## config.mk

```make
export PLATFORM = sky130hd
export DESIGN_NAME = send_window_ack_tracker_top
export DESIGN_NICKNAME = d
export VERILOG_FILES = /design/src/swat_pkg.sv /design/src/swat_ctrl.sv /design/src/swat_datapath.sv /design/src/send_window_ack_tracker_top.sv
export SDC_FILE = /design/constraint.sdc
export NUM_CORES = 1
export LEC_CHECK = 0
export BUFFER_PORTS_ARGS = -buffer_cell sky130_fd_sc_hd__buf_2
export CAP_MARGIN = 20
export CORE_AREA = 2 2 236 145
export CTS_CLUSTER_SIZE = 30
export DETAILED_ROUTE_END_ITERATION = 10
export DIE_AREA = 0 0 238 147
export PLACE_DENSITY = 0.8
export SLEW_MARGIN = 30
export SYNTH_ARGS = -nofsm -noshare
export SYNTH_HDL_FRONTEND = slang
export SYNTH_SLANG_ARGS = --single-unit
```

## constraint.sdc

```tcl
create_clock -name clk -period 9.4 [get_ports clk]
set_input_delay 1.88 -clock clk [delete_from_list [all_inputs] [get_ports clk]]
set_output_delay 1.88 -clock clk [all_outputs]
set_load 0.02 [all_outputs]
```

## src/swat_pkg.sv

```systemverilog
// shared constants, codes and control types for the send window ack tracker
package swat_pkg;

  localparam int WINDOW_SIZE = 8;
  localparam int IDX_W = $clog2(WINDOW_SIZE);
  localparam int CNT_W = $clog2(WINDOW_SIZE + 1);
  localparam logic [CNT_W-1:0] WINDOW_COUNT = CNT_W'(WINDOW_SIZE);

  localparam int SEQ_W = 32;
  localparam int THR_W = 4;
  localparam int STATUS_W = 3;
  localparam int OUT_CNT_W = 4;

  localparam logic [THR_W-1:0] DUP_THRESHOLD_RESET = 4'd3;

  localparam logic CMD_SEND = 1'b0;
  localparam logic CMD_ACK = 1'b1;

  localparam logic [STATUS_W-1:0] ST_STORED = 3'd0;
  localparam logic [STATUS_W-1:0] ST_FULL = 3'd1;
  localparam logic [STATUS_W-1:0] ST_SLID = 3'd2;
  localparam logic [STATUS_W-1:0] ST_NOSLIDE = 3'd3;
  localparam logic [STATUS_W-1:0] ST_DUP = 3'd4;
  localparam logic [STATUS_W-1:0] ST_FASTRTX = 3'd5;

  typedef struct packed {
    logic load;
    logic eval;
    logic shift;
    logic commit;
  } swat_ctl_t;

  typedef struct packed {
    logic shift_pending;
    logic out_free;
  } swat_sts_t;

endpackage

```

## src/swat_ctrl.sv

```systemverilog
// sequencing state machine for the send window ack tracker
module swat_ctrl (
  input  logic              clk,
  input  logic              rst,
  input  logic              in_valid,
  output logic              in_ready,
  input  swat_pkg::swat_sts_t sts,
  output swat_pkg::swat_ctl_t ctl
);

  typedef enum logic [1:0] {
    IDLE,
    EVAL,
    SHIFT
  } state_t;

  state_t state;

  always_comb begin
    ctl.load = (state == IDLE) && in_valid && in_ready;
    ctl.eval = (state == EVAL);
    ctl.shift = (state == SHIFT) && sts.shift_pending;
    ctl.commit = (state == SHIFT) && !sts.shift_pending && sts.out_free;
  end

  always_ff @(posedge clk) begin
    if (rst) begin
      state <= IDLE;
      in_ready <= 1'b0;
    end else begin
      unique case (state)
        IDLE: begin
          if (in_valid && in_ready) begin
            state <= EVAL;
            in_ready <= 1'b0;
          end else begin
            in_ready <= 1'b1;
          end
        end
        EVAL: begin
          state <= SHIFT;
        end
        SHIFT: begin
          if (!sts.shift_pending && sts.out_free) begin
            state <= IDLE;
            in_ready <= 1'b1;
          end
        end
        default: begin
          state <= IDLE;
          in_ready <= 1'b0;
        end
      endcase
    end
  end

endmodule

```

## src/swat_datapath.sv

```systemverilog
// window registers, ack search, slide and result register
module swat_datapath (
  input  logic                                clk,
  input  logic                                rst,
  input  swat_pkg::swat_ctl_t                 ctl,
  output swat_pkg::swat_sts_t                 sts,
  input  logic                                cfg_wr_en,
  input  logic [swat_pkg::THR_W-1:0]          cfg_wr_data,
  input  logic                                command,
  input  logic [swat_pkg::SEQ_W-1:0]          seq_num,
  output logic                                out_valid,
  input  logic                                out_ready,
  output logic [swat_pkg::STATUS_W-1:0]       status,
  output logic                                fast_retransmit,
  output logic [swat_pkg::OUT_CNT_W-1:0]      free_slots,
  output logic [swat_pkg::OUT_CNT_W-1:0]      released_count,
  output logic                                window_empty,
  output logic [swat_pkg::SEQ_W-1:0]          oldest_seq
);

  logic [swat_pkg::SEQ_W-1:0] entries [swat_pkg::WINDOW_SIZE];
  logic [swat_pkg::CNT_W-1:0] occ;
  logic [swat_pkg::SEQ_W-1:0] last_ack;
  logic [swat_pkg::THR_W-1:0] dup_count;
  logic [swat_pkg::THR_W-1:0] threshold;

  logic                       cmd_r;
  logic [swat_pkg::SEQ_W-1:0] seq_r;
  logic [swat_pkg::CNT_W-1:0] rel;
  logic [swat_pkg::CNT_W-1:0] shift_left;

  // first matching outstanding entry
  logic                       hit;
  logic [swat_pkg::IDX_W-1:0] hit_idx;

  logic                       is_new_ack;
  logic [swat_pkg::CNT_W-1:0] occ_next;
  logic [swat_pkg::THR_W-1:0] dup_next;
  logic [swat_pkg::THR_W-1:0] dup_inc;
  logic [swat_pkg::STATUS_W-1:0] status_next;
  logic [swat_pkg::CNT_W-1:0] released_next;
  logic [swat_pkg::SEQ_W-1:0] head_next;
  logic                       do_write;

  always_comb begin
    hit = 1'b0;
    hit_idx = '0;
    for (int i = swat_pkg::WINDOW_SIZE - 1; i >= 0; i--) begin
      if ((swat_pkg::CNT_W'(i) < occ) && (entries[i] == seq_r)) begin
        hit = 1'b1;
        hit_idx = swat_pkg::IDX_W'(i);
      end
    end
  end

  assign is_new_ack = (cmd_r == swat_pkg::CMD_ACK) && (seq_r != last_ack);
  assign sts.shift_pending = (shift_left != '0);
  assign sts.out_free = !out_valid || out_ready;
  assign dup_inc = dup_count + swat_pkg::THR_W'(1);

  always_comb begin
    occ_next = occ;
    dup_next = dup_count;
    status_next = swat_pkg::ST_STORED;
    released_next = '0;
    do_write = 1'b0;
    head_next = entries[0];
    if (cmd_r == swat_pkg::CMD_SEND) begin
      if (occ >= swat_pkg::WINDOW_COUNT) begin
        status_next = swat_pkg::ST_FULL;
      end else begin
        do_write = 1'b1;
        occ_next = occ + swat_pkg::CNT_W'(1);
        status_next = swat_pkg::ST_STORED;
        if (occ == '0) begin
          head_next = seq_r;
        end
      end
    end else if (is_new_ack) begin
      dup_next = '0;
      if (rel == '0) begin
        status_next = swat_pkg::ST_NOSLIDE;
      end else begin
        occ_next = occ - rel;
        released_next = rel;
        status_next = swat_pkg::ST_SLID;
      end
    end else begin
      if (dup_inc >= threshold) begin
        dup_next = '0;
        status_next = swat_pkg::ST_FASTRTX;
      end else begin
        dup_next = dup_inc;
        status_next = swat_pkg::ST_DUP;
      end
    end
  end

  // window contents carry no reset, only entries below occ are read
  always_ff @(posedge clk) begin
    if (ctl.shift) begin
      for (int k = 0; k < swat_pkg::WINDOW_SIZE - 1; k++) begin
        entries[k] <= entries[k + 1];
      end
    end else if (ctl.commit && do_write) begin
      entries[occ[swat_pkg::IDX_W-1:0]] <= seq_r;
    end
  end

  always_ff @(posedge clk) begin
    if (ctl.load) begin
      cmd_r <= command;
      seq_r <= seq_num;
    end
    if (ctl.eval) begin
      rel <= hit ? swat_pkg::CNT_W'(hit_idx) : occ;
    end
    if (ctl.commit) begin
      status <= status_next;
      fast_retransmit <= (status_next == swat_pkg::ST_FASTRTX);
      free_slots <= swat_pkg::OUT_CNT_W'(swat_pkg::WINDOW_COUNT - occ_next);
      released_count <= swat_pkg::OUT_CNT_W'(released_next);
      window_empty <= (occ_next == '0);
      oldest_seq <= (occ_next != '0) ? head_next : '0;
    end
  end

  always_ff @(posedge clk) begin
    if (rst) begin
      occ <= '0;
      last_ack <= '0;
      dup_count <= '0;
      threshold <= swat_pkg::DUP_THRESHOLD_RESET;
      shift_left <= '0;
      out_valid <= 1'b0;
    end else begin
      if (cfg_wr_en) begin
        threshold <= cfg_wr_data;
      end
      // slide only when a later entry matched
      if (ctl.eval) begin
        shift_left <= ((cmd_r == swat_pkg::CMD_ACK) && (seq_r != last_ack) && hit)
                      ? swat_pkg::CNT_W'(hit_idx) : '0;
      end else if (ctl.shift) begin
        shift_left <= shift_left - swat_pkg::CNT_W'(1);
      end
      if (ctl.commit) begin
        occ <= occ_next;
        dup_count <= dup_next;
        if (is_new_ack) begin
          last_ack <= seq_r;
        end
        out_valid <= 1'b1;
      end else if (out_ready) begin
        out_valid <= 1'b0;
      end
    end
  end

endmodule

```

## src/send_window_ack_tracker_top.sv

```systemverilog
// top level of the send window ack tracker
//
// sender side of a sliding window of eight sequence numbers. the input
// channel (in_valid/in_ready) carries command and seq_num: a send appends
// seq_num at the tail, an ack releases entries up to the matching one or
// counts as a duplicate of the last ack. every input transfer gives exactly
// one result transfer on the output channel (out_valid/out_ready).
// one item is handled at a time. each item passes through EVAL and then
// SHIFT, where the entries ahead of a matching ack (0 to 7) slide out
// before the result loads: the window registers move one place per cycle.
// the next item can be taken in the cycle after the result is loaded.
// the result sits in an output register; while the receiver stalls the
// block still takes the next item and works it up to the final step, where
// it waits for the register to free.
// dup_ack_threshold is written through cfg_wr_en/cfg_wr_data at any edge outside reset.
// synchronous reset empties the window, clears last ack and duplicate count
// and sets the threshold to 3.
module send_window_ack_tracker_top (
  input  logic                              clk,
  input  logic                              rst,
  input  logic                              cfg_wr_en,
  input  logic [swat_pkg::THR_W-1:0]        cfg_wr_data,
  input  logic                              in_valid,
  output logic                              in_ready,
  input  logic                              command,
  input  logic [swat_pkg::SEQ_W-1:0]        seq_num,
  output logic                              out_valid,
  input  logic                              out_ready,
  output logic [swat_pkg::STATUS_W-1:0]     status,
  output logic                              fast_retransmit,
  output logic [swat_pkg::OUT_CNT_W-1:0]    free_slots,
  output logic [swat_pkg::OUT_CNT_W-1:0]    released_count,
  output logic                              window_empty,
  output logic [swat_pkg::SEQ_W-1:0]        oldest_seq
);

  swat_pkg::swat_ctl_t ctl;
  swat_pkg::swat_sts_t sts;

  swat_ctrl u_ctrl (
    .clk      (clk),
    .rst      (rst),
    .in_valid (in_valid),
    .in_ready (in_ready),
    .sts      (sts),
    .ctl      (ctl)
  );

  swat_datapath u_datapath (
    .clk             (clk),
    .rst             (rst),
    .ctl             (ctl),
    .sts             (sts),
    .cfg_wr_en       (cfg_wr_en),
    .cfg_wr_data     (cfg_wr_data),
    .command         (command),
    .seq_num         (seq_num),
    .out_valid       (out_valid),
    .out_ready       (out_ready),
    .status          (status),
    .fast_retransmit (fast_retransmit),
    .free_slots      (free_slots),
    .released_count  (released_count),
    .window_empty    (window_empty),
    .oldest_seq      (oldest_seq)
  );

endmodule

```

* Word level (Yosys, flattened, before mapping)
Memories as Yosys holds them, arrays and structs flattened.
Cells that the tools add are included.
** Operators by class
- $lt $le $gt $ge :: 10
- Bitwise gates (word level) :: 3
- Reductions and logical operators :: 35
- Muxes and demuxes :: 52
- Add/subtract/negate cells :: 5
- Equal/unequal tests :: 14
** Operator list (count)
- 32-bit equality test :: 8
- 32-bit 2-to-1 mux :: 4
- 3-bit 2-to-1 mux :: 13
- 4-bit 2-to-1 mux :: 8
- 32-bit inequality test :: 1
- 32-bit OR reduction :: 1
- 1-bit 2-to-1 mux :: 23
- 1-bit logical AND :: 18
- 3-bit by 4-bit < comparator with 1-bit output (first input constant) :: 4
- 4-bit logical NOT :: 3
- 4-bit by 1-bit adder with 4-bit output (second input constant) :: 2
- 1-bit by 4-bit < comparator with 1-bit output (first input constant) :: 2
- 2-bit by 4-bit < comparator with 1-bit output (first input constant) :: 2
- 2-bit AND reduction :: 4
- 4-bit nonzero test :: 2
- 2-bit case mux with 3 select lines :: 1
- 4-bit >= comparator :: 1
- 4-bit >= comparator (second input constant) :: 1
- 2-bit 2-to-1 mux :: 2
- 2-bit inequality test (second input constant) :: 2
- 2-bit nonzero test :: 2
- 4-bit by 1-bit subtractor with 4-bit output (second input constant) :: 1
- 4-bit subtractor :: 1
- 4-bit subtractor (first input constant) :: 1
- other kinds (9) :: 12
** Storage, ports and cells
- Memories :: 1
- Input bits :: 42
- Bits in registers :: 134
- Output and inout bits :: 47
- Bits in writable memories :: 256
- Logic and storage cells :: 138
** Memory list
- u_datapath.entries :: depth 8, width 32, read ports 8, clocked after Yosys merged registers in 0, wr ports 7, RTL line swat_datapath.sv:21 : logic [swat_pkg::SEQ_W-1:0] entries [swat_pkg::WINDOW_SIZE];

* Longest topological paths before layout
Gate-level depths: netlist of run 1.
An unclocked memory read counts as a cell.
- Word-level depth :: 14
- Mapped depth :: 11
- Gate-level depth less buffers :: 9

* Cells and area by module
From an unflattened synthesis of run 1, not the netlist that was laid out.
** Second synthesis, totals
- Cells, all modules :: 1721
- Area total of the unflattened synthesis :: 19780.2 sq um
** Modules (own cells, without submodules)
- swat_datapath :: cells an instance 1705, sequential area each 11130.7 sq um, times used 1, area each 19638.8 sq um
- swat_ctrl :: cells an instance 16, sequential area each 60.1 sq um, times used 1, area each 141.4 sq um

* Worst setup path after synthesis of run 1
Ideal clock, no wire load.
- Path kind :: input-to-reg
- Start :: input out_ready
- End :: memory u_datapath.entries[6][0] (netlist name) (enable)
- Library setup time :: 0.470 ns
- Stages :: 5
- Data required time :: 8.930 ns
- Setup slack :: 2.646 ns
- Data arrival time :: 6.285 ns
- Path buffers :: 0
- Path through :: nand2b_1 nand2_1 nor2_2 nand2_1 o31ai_1
** RTL lines
- from (decl) :: RTL line send_window_ack_tracker_top.sv:28 : input logic out_ready,
- to (decl) :: RTL line swat_datapath.sv:21

==> results of run 1 <==
## power breakdown
group / switching, uW / total (uW) / internal (uW)
Clock: 655 / 1500 / 846
Combinational: 146 / 223 / 77.8
Sequential: 27.0 / 1910 / 1880
Total: 827 / 3630 / 2810
## worst min-delay path by stage
stage / start / to / slack [ns] / cells after the start
global route: u_datapath.last_ack[1] / u_datapath.last_ack[1] / 0.54 / 2
finish: u_datapath.out_valid / u_datapath.out_valid / 0.51 / 2
detailed placement: u_datapath.threshold[3] / u_datapath.threshold[3] / 0.50 / 2
floorplan: u_datapath.threshold[0] / u_datapath.threshold[0] / 0.45 / 2
CTS: u_datapath.out_valid / u_datapath.out_valid / 0.51 / 2
global placement: u_datapath.threshold[2] / u_datapath.threshold[2] / 0.48 / 2
## state kept, by name (all words and copies together), names as in the netlist, 2 cells and up
signal,cells
u_datapath.last_ack,32
u_ctrl.state,2
u_datapath.status,3
u_datapath.free_slots,4
u_datapath.released_count,4
u_datapath.seq_r,32
u_datapath.occ,4
u_datapath.oldest_seq,32
u_datapath.threshold,4
u_datapath.shift_left,4
u_datapath.entries,256
u_datapath.dup_count,4
u_datapath.rel,4
## final cells by class
| type | count | area, um2 |
|---|---|---|
| timing repair buffer | 133 | 782 |
| fill | 2496 | 11300 |
| multi-input combinational | 1228 | 7860 |
| clock inverter | 21 | 176 |
| clock buffer | 46 | 1010 |
| inverter | 49 | 184 |
| tap | 432 | 541 |
| sequential | 390 | 11200 |
## cell usage in the layout, fill, tap and decap left out, types with 19 or more instances in the layout
cell and count:
sky130_fd_sc_hd__nor2_1 187, sky130_fd_sc_hd__a21oi_1 168, sky130_fd_sc_hd__nor4_1 45, sky130_fd_sc_hd__xnor2_1 212, sky130_fd_sc_hd__nand2_1 173, sky130_fd_sc_hd__mux2i_1 53
sky130_fd_sc_hd__clkbuf_16 37, sky130_fd_sc_hd__buf_2 88, sky130_fd_sc_hd__inv_1 48, sky130_fd_sc_hd__edfxtp_1 338, sky130_fd_sc_hd__mux2i_2 19, sky130_fd_sc_hd__dfxtp_1 52
sky130_fd_sc_hd__xor2_1 85, sky130_fd_sc_hd__nand4_1 72, sky130_fd_sc_hd__o21ai_0 70, sky130_fd_sc_hd__buf_4 44
## cells by family after synthesis
logic type / synth area share (%)
xor+xnor: 13.3
fa+ha+maj: 0.872
compound gates: 7.42
buf+inv: 3.28
simple gates: 14.1
mux: 3.69
flops: 57.3
## per-stage QoR
stage	hold slack (ns)	power, uW
finish	0.510	3630
floorplan	0.447	2080
CTS	0.512	3630
detailed placement	0.500	2160
global route	0.540	3720
global placement	0.479	2160
## worst max-delay path, cell delays in order
cell and delay [ns]:
sky130_fd_sc_hd__buf_2 0.07, sky130_fd_sc_hd__nand2b_1 0.10, sky130_fd_sc_hd__nand2_1 0.14, sky130_fd_sc_hd__nor2_4 0.14
sky130_fd_sc_hd__buf_4 0.52, sky130_fd_sc_hd__nand2_1 0.34, sky130_fd_sc_hd__nor3_2 0.26, sky130_fd_sc_hd__buf_4 0.55
sky130_fd_sc_hd__nand2b_1 0.25, sky130_fd_sc_hd__buf_4 0.40
## metal layers
metal / up-vias / GRT usage [%] / share of wire (%)
met5: - / 0 / 0
met3: 133 / 6.60 / 13
met2: 979 / 45.5 / 40
li1: 6440 / - / -
met4: 0 / 13.1 / 4.0
met1: 6904 / 52.2 / 43
==> results by stage, run 1 <==
Synthesis:
- The commonest cells after synthesis are sky130_fd_sc_hd__edfxtp_1 (338), sky130_fd_sc_hd__xnor2_1 (212), sky130_fd_sc_hd__nor2_1 (189).
- Of all cell types, the one taking the most synthesized area is sky130_fd_sc_hd__edfxtp_1.
- The proportion of netlist area held by the largest area contributor is 52.0%.
- After synthesis the netlist holds a flip-flop and latch count of 390.
- After technology mapping, the gate count stands at 1771.
- The share of the yosys chip area belonging to registers is 57.3%.
- The total standard cell area after synthesis is 19500 um2.
- The warning count from the yosys run is 0.
- For this run, the leading register cell type out of synthesis is sky130_fd_sc_hd__edfxtp_1.
- The number of enable flip-flop cells after synthesis is 338.
- A synthesized cell averages 11.0 um2.
- The number of nets in the synthesized netlist is 1826.
- Yosys attributes the largest share of cell area to sky130_fd_sc_hd__edfxtp_1 (52%), sky130_fd_sc_hd__xnor2_1 (9.5%), sky130_fd_sc_hd__dfxtp_1 (5.3%), sky130_fd_sc_hd__a21oi_1 (4.3%), sky130_fd_sc_hd__xor2_1 (3.8%).
- Of all flip-flops after synthesis, the portion carrying an async set or reset was 0%.
- Yosys mapped the design onto 56 distinct sky130hd cell types.
- The leading cell type by number of instances after synthesis is sky130_fd_sc_hd__edfxtp_1.

Floorplan:
- The effective utilization at floorplan is 59.1%.
- The number of ports placed on the die boundary is 89.
- The core region is 33100 um2.
- In this run the core area contains 52 standard-cell rows.
- The vertical extent of the die is 147 um.
- The die extent in x is 238 um.
- The area enclosed by the die boundary is 35000 um2.

Final layout:
- The core occupancy in the finished layout is 65.8%.
- 0 antenna diodes ended up in the layout.
- The finished cells cover 21700 um2.
- Leaving out filler cells and counting taps, the final layout contains 2299.
- The final layout net count is 1894.
- The share of layout cells above drive strength 1 is 12.2%.
- Relative to the synthesized area, the layout overhead comes to 11.4%.

Timing:
- In the finished design, the share of the clock period the worst path needs comes to 48.4%.
- Clock skew on the completed layout was measured at 0.0128 ns.
- Setup repair after global routing left no endpoint under its margin.
- The final number of hold-violating endpoints came to 0.
- The timing-limited maximum frequency is 220 MHz.
- The worst pin sits at a relative slew slack of 24.0%.
- The actual transition at the worst max-transition pin is 1.14 ns.
- The number of slew-limit violations in the final report is 0.
- The time the worst path needs with I/O delays and setup is 4.55 ns.
- The smallest setup slack after layout is 4.85 ns.
- The final sum of negative setup slack is 0 ns.
- Setup violations remaining at the end of the flow were counted as 0.

CTS:
- Buffers added to address setup during post-CTS repair amount to 0.
- The buffer depth of the longest clock path is 3.
- TritonCTS built the clock tree.
- Counting the buffers created by CTS gives 37.
- The clock net in this run drives a total of 390 sinks.
- The H-tree generated during clock tree synthesis spans 2 levels.
- The tree is rooted in a sky130_fd_sc_hd__clkbuf_16.
- The clock latency of the later-clocked register in the worst-skew pair is 0.54 ns.
- In this run, post-CTS repair resized a total of 0 instances.
- Clock-pin slew was measured on the worst setup and hold paths at 0.07 ns.
- The total of hold buffers inserted after clock tree synthesis is 0.

Power and ir drop:
- VDD sags by at most 0.000132 V.
- The analysis attributes to cell leakage a power of 0.00751 uW.
- The power per cell area is 167 nW/um2.

Global route:
- The maximum number of pins on one net before global-route repair is 66.
- Across every metal layer, demand over resource in global routing totals 33.4%.
- The number of antenna violations at the first check in global routing is 0.
- The aggregate global routing overflow is 0.
- The number of global-route vias before repair is 13.3k.
- The first global-routing pass estimated 85200 um of wire.

Setup path:
- The worst setup path is captured at a flip-flop.
- The flop-to-flop setup slack is 5.31 ns.
- The kind of critical path is input pin to flip-flop.
- STA classifies the critical path startpoint as an input pin.
- At the worst endpoint, the required time is 9.60 ns.
- The worst register-to-register path has a depth of 10.
- Data arrives at the worst endpoint at 4.75 ns.
- In this run the worst path has a maximum fanout of 65.
- The most critical setup path has its endpoint at u_datapath.entries[4][25].
- The origin of the critical flop-to-flop path is u_datapath.seq_r[20].
- The capturing point of the worst reg2reg path is u_datapath.oldest_seq[22].
- The critical path launch point is out_ready.

Job:
- The tool flagged a number of max-cap violations equal to 0.

Routing:
- The remaining design rule violation count is 0.
- The total vias in the final route is 14.5k.
- The total routed wirelength is 58000 um.
- The per-cell via count in the routed design is 6.29.
- The remaining number of nets flagged by the antenna check after routing is 0.
- In this run, the number of DRC markers left after iteration 0 of detailed routing was 1987.
- The per-cell routed wire length is 25.2 um.
- The number of detailed-routing iterations run before antenna repair is 8.

Placement:
- Timing analysis after detailed placement gives a worst setup slack of 4.35 ns.
- The number of port buffers is 88.
- Detailed placement finished with a half-perimeter wire length of 42800 um.
- Summing all placed instances gives a cell area of 20500 um2.
- The placer congestion estimate is 0.966.
- The placed instance count is 2231.

Hold path:
- The worst hold-check path type is flip-flop to flip-flop.

Outcome:
- The run finished with clean final reports.
Note: power is estimated with default switching activity, not from simulation.
==> run 2, diff against run 1 <==
ABC_AREA = 1   (was unset)
CORE_AREA = 2 2 254 156   (was 2 2 236 145)
DIE_AREA = 0 0 256 158   (was 0 0 238 147)
PLACE_DENSITY = 0.79   (was 0.8)
clock period = 3.8 ns   (was 9.4 ns; I/O delays follow)
==> run 2 against run 1 <==
Synthesized area grew 10%. Synthesized cell count grew 44%. Final cell count grew 39%. Clock power grew to 2.8 times the previous value. Count of clock-buffer cells in the layout grew 7. Global-route usage grew 6.7 points. Routed wire length grew 40%.
==> results by stage, run 2 <==
CTS:
- The clock slew seen by the registers of the worst setup and hold paths was 0.06 ns (about the same).
- The number of buffers created by CTS is 40 (+8.1%).
- The total of cells resized after clock tree synthesis was 0 (unchanged).
- The total of hold buffers inserted after clock tree synthesis is 0 (unchanged).
- The number of clock sinks seen by CTS is 390 (unchanged).
- The post-CTS setup repair buffer count was 0 (unchanged).
- The buffer depth of the longest clock path is 3 (unchanged).
- The number of H-tree levels is 2 (unchanged).
- The root buffer cell chosen for the clock tree is sky130_fd_sc_hd__clkbuf_16.
- The clock latency of the later-clocked register in the worst-skew pair was 0.57 ns (+0.03 ns).
- TritonCTS built the clock tree.

Routing:
- The violation count after the first detailed-routing iteration came to 3209 (+61%).
- The per-cell via count in the routed design came to 5.94 (-5.5%).
- The remaining design rule violation count came to 0 (unchanged).
- The remaining number of nets flagged by the antenna check after routing is 0 (unchanged).
- The total vias in the final route is 19.0k (+31%).
- The total routed wirelength is 81000 um (+40%).
- The number of detailed-routing iterations run before antenna repair is 6 (-2).
- The per-cell routed wire length was 25.3 um (+0.50%).

Final layout:
- The cell area after layout came to 24100 um2 (+11%).
- The share of layout cells above drive strength 1 was 12.3% (+0.12 points).
- The layout filler cell count came to 3266 (+31%).
- The register cell area after layout was 11200 um2 (unchanged).
- The multi-input combinational cell area is 8850 um2 (+13%).
- The antenna cell count is 0 (unchanged).
- The register containing the most flip-flops in the final layout is u_datapath.entries.
- The core occupancy in the finished layout came to 62.9% (-2.9 points).
- Leaving out fill and tap cells, the most frequent cells in the layout are sky130_fd_sc_hd__nand2_1 (702), sky130_fd_sc_hd__edfxtp_1 (338), sky130_fd_sc_hd__o21ai_0 (294).
- The final layout net count is 2698 (+42%).
- The leading cell type in the layout, fill and taps excluded is sky130_fd_sc_hd__nand2_1.
- Compared with the post-synthesis result, the final layout area differs by 12.2%.
- The number of flip-flops in the largest register came to 256 (unchanged).
- The count of non-filler cells in the finished layout is 3197 (+39%).

Setup path:
- The worst setup path is captured at a flip-flop.
- The required time of the critical path is 4.10 ns (-5.50 ns).
- The worst setup path is launched from a flip-flop.
- The kind of critical path is flip-flop to flip-flop.
- The most critical setup path has its startpoint at u_datapath.seq_r[17].
- The largest fanout on the critical path is 33 (-49%).
- The origin of the critical flop-to-flop path is u_datapath.seq_r[17].
- The arrival time reported for the critical path endpoint is 3.73 ns (-1.02 ns).

Timing:
- The number of slew-limit violations in the final report is 0 (unchanged).
- The final sum of negative setup slack is 0 ns (unchanged).
- The time the worst path needs with I/O delays and setup is 3.43 ns.
- The setup clock skew after layout came to 0.0153 ns (+0.00257 ns).
- The worst slew margin relative to its limit is 29.5% (+5.5 points).
- The final setup violation count is 0 (unchanged).
- Setup repair after global routing left no endpoint under its margin.
- The actual transition at the worst max-transition pin is 1.05 ns (-0.0902 ns).
- The timing-limited maximum frequency is 292 MHz.
- The final number of hold-violating endpoints is 0 (unchanged).
- Dividing the final minimum period by the clock period gives 90.1%.

Synthesis:
- Sorting the synthesized cells by how often they occur yields sky130_fd_sc_hd__nand2_1 (703), sky130_fd_sc_hd__edfxtp_1 (338), sky130_fd_sc_hd__o21ai_0 (295).
- The warning count from the yosys run came to 0 (unchanged).
- The number of enable flip-flop cells after synthesis came to 338 (unchanged).
- After synthesis, the cell types taking the most area are sky130_fd_sc_hd__edfxtp_1 (47%), sky130_fd_sc_hd__nand2_1 (12%), sky130_fd_sc_hd__o21ai_0 (6.9%), sky130_fd_sc_hd__dfxtp_1 (4.8%), sky130_fd_sc_hd__nor2_1 (4.4%).
- The async set or reset register ratio after synthesis is 0% (unchanged).
- The synthesized instance count was 2547 (+44%).
- The number of nets in the synthesized netlist is 2602 (+42%).
- The number of register bits inferred by synthesis is 390 (unchanged).
- The number of distinct standard cells referenced by the synthesized netlist is 52 (-7.1%).
- The flip-flop cell with the highest count after synthesis is sky130_fd_sc_hd__edfxtp_1.
- The post-synthesis cell type with the largest combined area is sky130_fd_sc_hd__edfxtp_1.
- The total standard cell area after synthesis is 21500 um2 (+10%).
- The proportion of netlist area held by the largest area contributor was 47.3% (-4.7 points).
- The post-synthesis average cell area is 8.43 um2 (-23%).
- By instance count, the leading cell after synthesis is sky130_fd_sc_hd__nand2_1.
- The share of the yosys chip area belonging to registers is 52.1% (-5.2 points).

Placement:
- The number of port buffers is 88 (unchanged).
- The standard cell area after detailed placement is 22700 um2 (+11%).
- The HPWL reported at the end of detailed placement came to 63200 um (+48%).
- The placed instance count is 3123 (+40%).
- The placer congestion estimate came to 1.09 (+13%).

Floorplan:
- The die extent in x is 256 um (+7.6%).
- The standard-cell row count was 56 (+7.7%).
- The number of ports placed on the die boundary is 89 (unchanged).
- The vertical extent of the die is 158 um (+7.5%).
- The effective utilization at floorplan came to 56.0% (-3.0 points).
- The core box area came to 38300 um2 (+16%).
- The area enclosed by the die boundary is 40400 um2 (+16%).

Outcome:
- The flow ran to the end, and the final reports show no timing, DRC or antenna violations.

Job:
- The max-capacitance violation count is 0 (unchanged).

Global route:
- The maximum number of pins on one net before global-route repair came to 66 (unchanged).
- The aggregate global routing overflow is 0 (unchanged).
- The first-pass GRT wire length came to 116000 um (+36%).
- The total routing usage reported by global routing is 40.1% (+6.7 points).
- The number of antenna violations at the first check in global routing was 2 (+2).
- The number of global-route vias before repair was 17.2k (+29%).

Power and ir drop:
- The static leakage is 0.0101 uW (+35%).
- The post-route total power is 9970 uW (+170%).
- The maximum vdd drop was 0.000375 V (+180%).
- The power per cell area is 414 nW/um2 (+150%).

Hold path:
- The worst hold path begins at seq_num[19].
- The worst hold path belongs to the class input pin to flip-flop.
-- run 2: cells by family (layout without fill, tap and decap cells) --
kind of cell	after synthesis	count (layout)	share of synthesized area (%)
AO/OA/AOI/OAI	417	417	10.2
XOR/XNOR	138	138	5.63
adder cells (fa/ha/maj)	13	13	0.792
AND/OR/NAND/NOR	1222	1222	24.2
buffers and inverters	367	495	7.01
flip-flops	390	390	52.1
-- run 2: worst paths after layout --
kind                                            endpoint  slack, ns  cells after the start
worst max-delay path            u_datapath.oldest_seq[9]       0.37                     17
worst min-delay path                u_datapath.seq_r[19]       0.37                      1
worst max register to register  u_datapath.oldest_seq[9]       0.37                     17
worst min register to register   u_datapath.threshold[2]       0.46                      2
-- run 2: metrics by stage --
step / hold slack [ns] / setup WS, ns
after detailed placement: 0.457 / 0.508
after global routing: 0.355 / 0.216
after floorplan: 0.435 / 0.0667
after global placement: 0.449 / 0.584
after CTS: 0.349 / 0.484
final: 0.370 / 0.375
-- run 2: routing by layer --
metal | routed length [um] | global-route usage, % | vias up
met5 | 0 | 0 | -
met3 | 13300 | 13.7 | 143
met1 | 34900 | 61.2 | 8780
met2 | 30300 | 52.8 | 1469
li1 | - | - | 8612
met4 | 2410 | 11.8 | 0
-- run 2: power breakdown --
part,leakage (uW),switching (uW),internal [uW]
combinational,0.00596,710,285
clock,0.000675,1780,2400
sequential,0.00347,65.2,4730
-- run 2: final cells by class --
type	instances	share of cell area [%]
Clock inverter	21	0.908
Inverter	257	4.05
Timing Repair Buffer	164	4.45
Clock buffer	53	4.74
Multi-Input combinational cell	1790	36.7
Tap cell	522	2.71
Sequential cell	390	46.4
-- run 2: worst max-delay path: stages (launching register included) --
cell and delay, ns:
sky130_fd_sc_hd__edfxtp_1 0.62, sky130_fd_sc_hd__inv_2 0.22, sky130_fd_sc_hd__or2_2 0.32, sky130_fd_sc_hd__nand3_1 0.09, sky130_fd_sc_hd__nor2_1 0.05, sky130_fd_sc_hd__nand2_1 0.19
sky130_fd_sc_hd__nor2_1 0.09, sky130_fd_sc_hd__nand2_2 0.13, sky130_fd_sc_hd__nand2_4 0.13, sky130_fd_sc_hd__inv_4 0.12, sky130_fd_sc_hd__nand2_1 0.05, sky130_fd_sc_hd__o21ai_0 0.06
sky130_fd_sc_hd__o21bai_1 0.23, sky130_fd_sc_hd__ha_1 0.27, sky130_fd_sc_hd__nand3_2 0.11, sky130_fd_sc_hd__nor2_4 0.15, sky130_fd_sc_hd__buf_12 0.22, sky130_fd_sc_hd__nor2_1 0.08
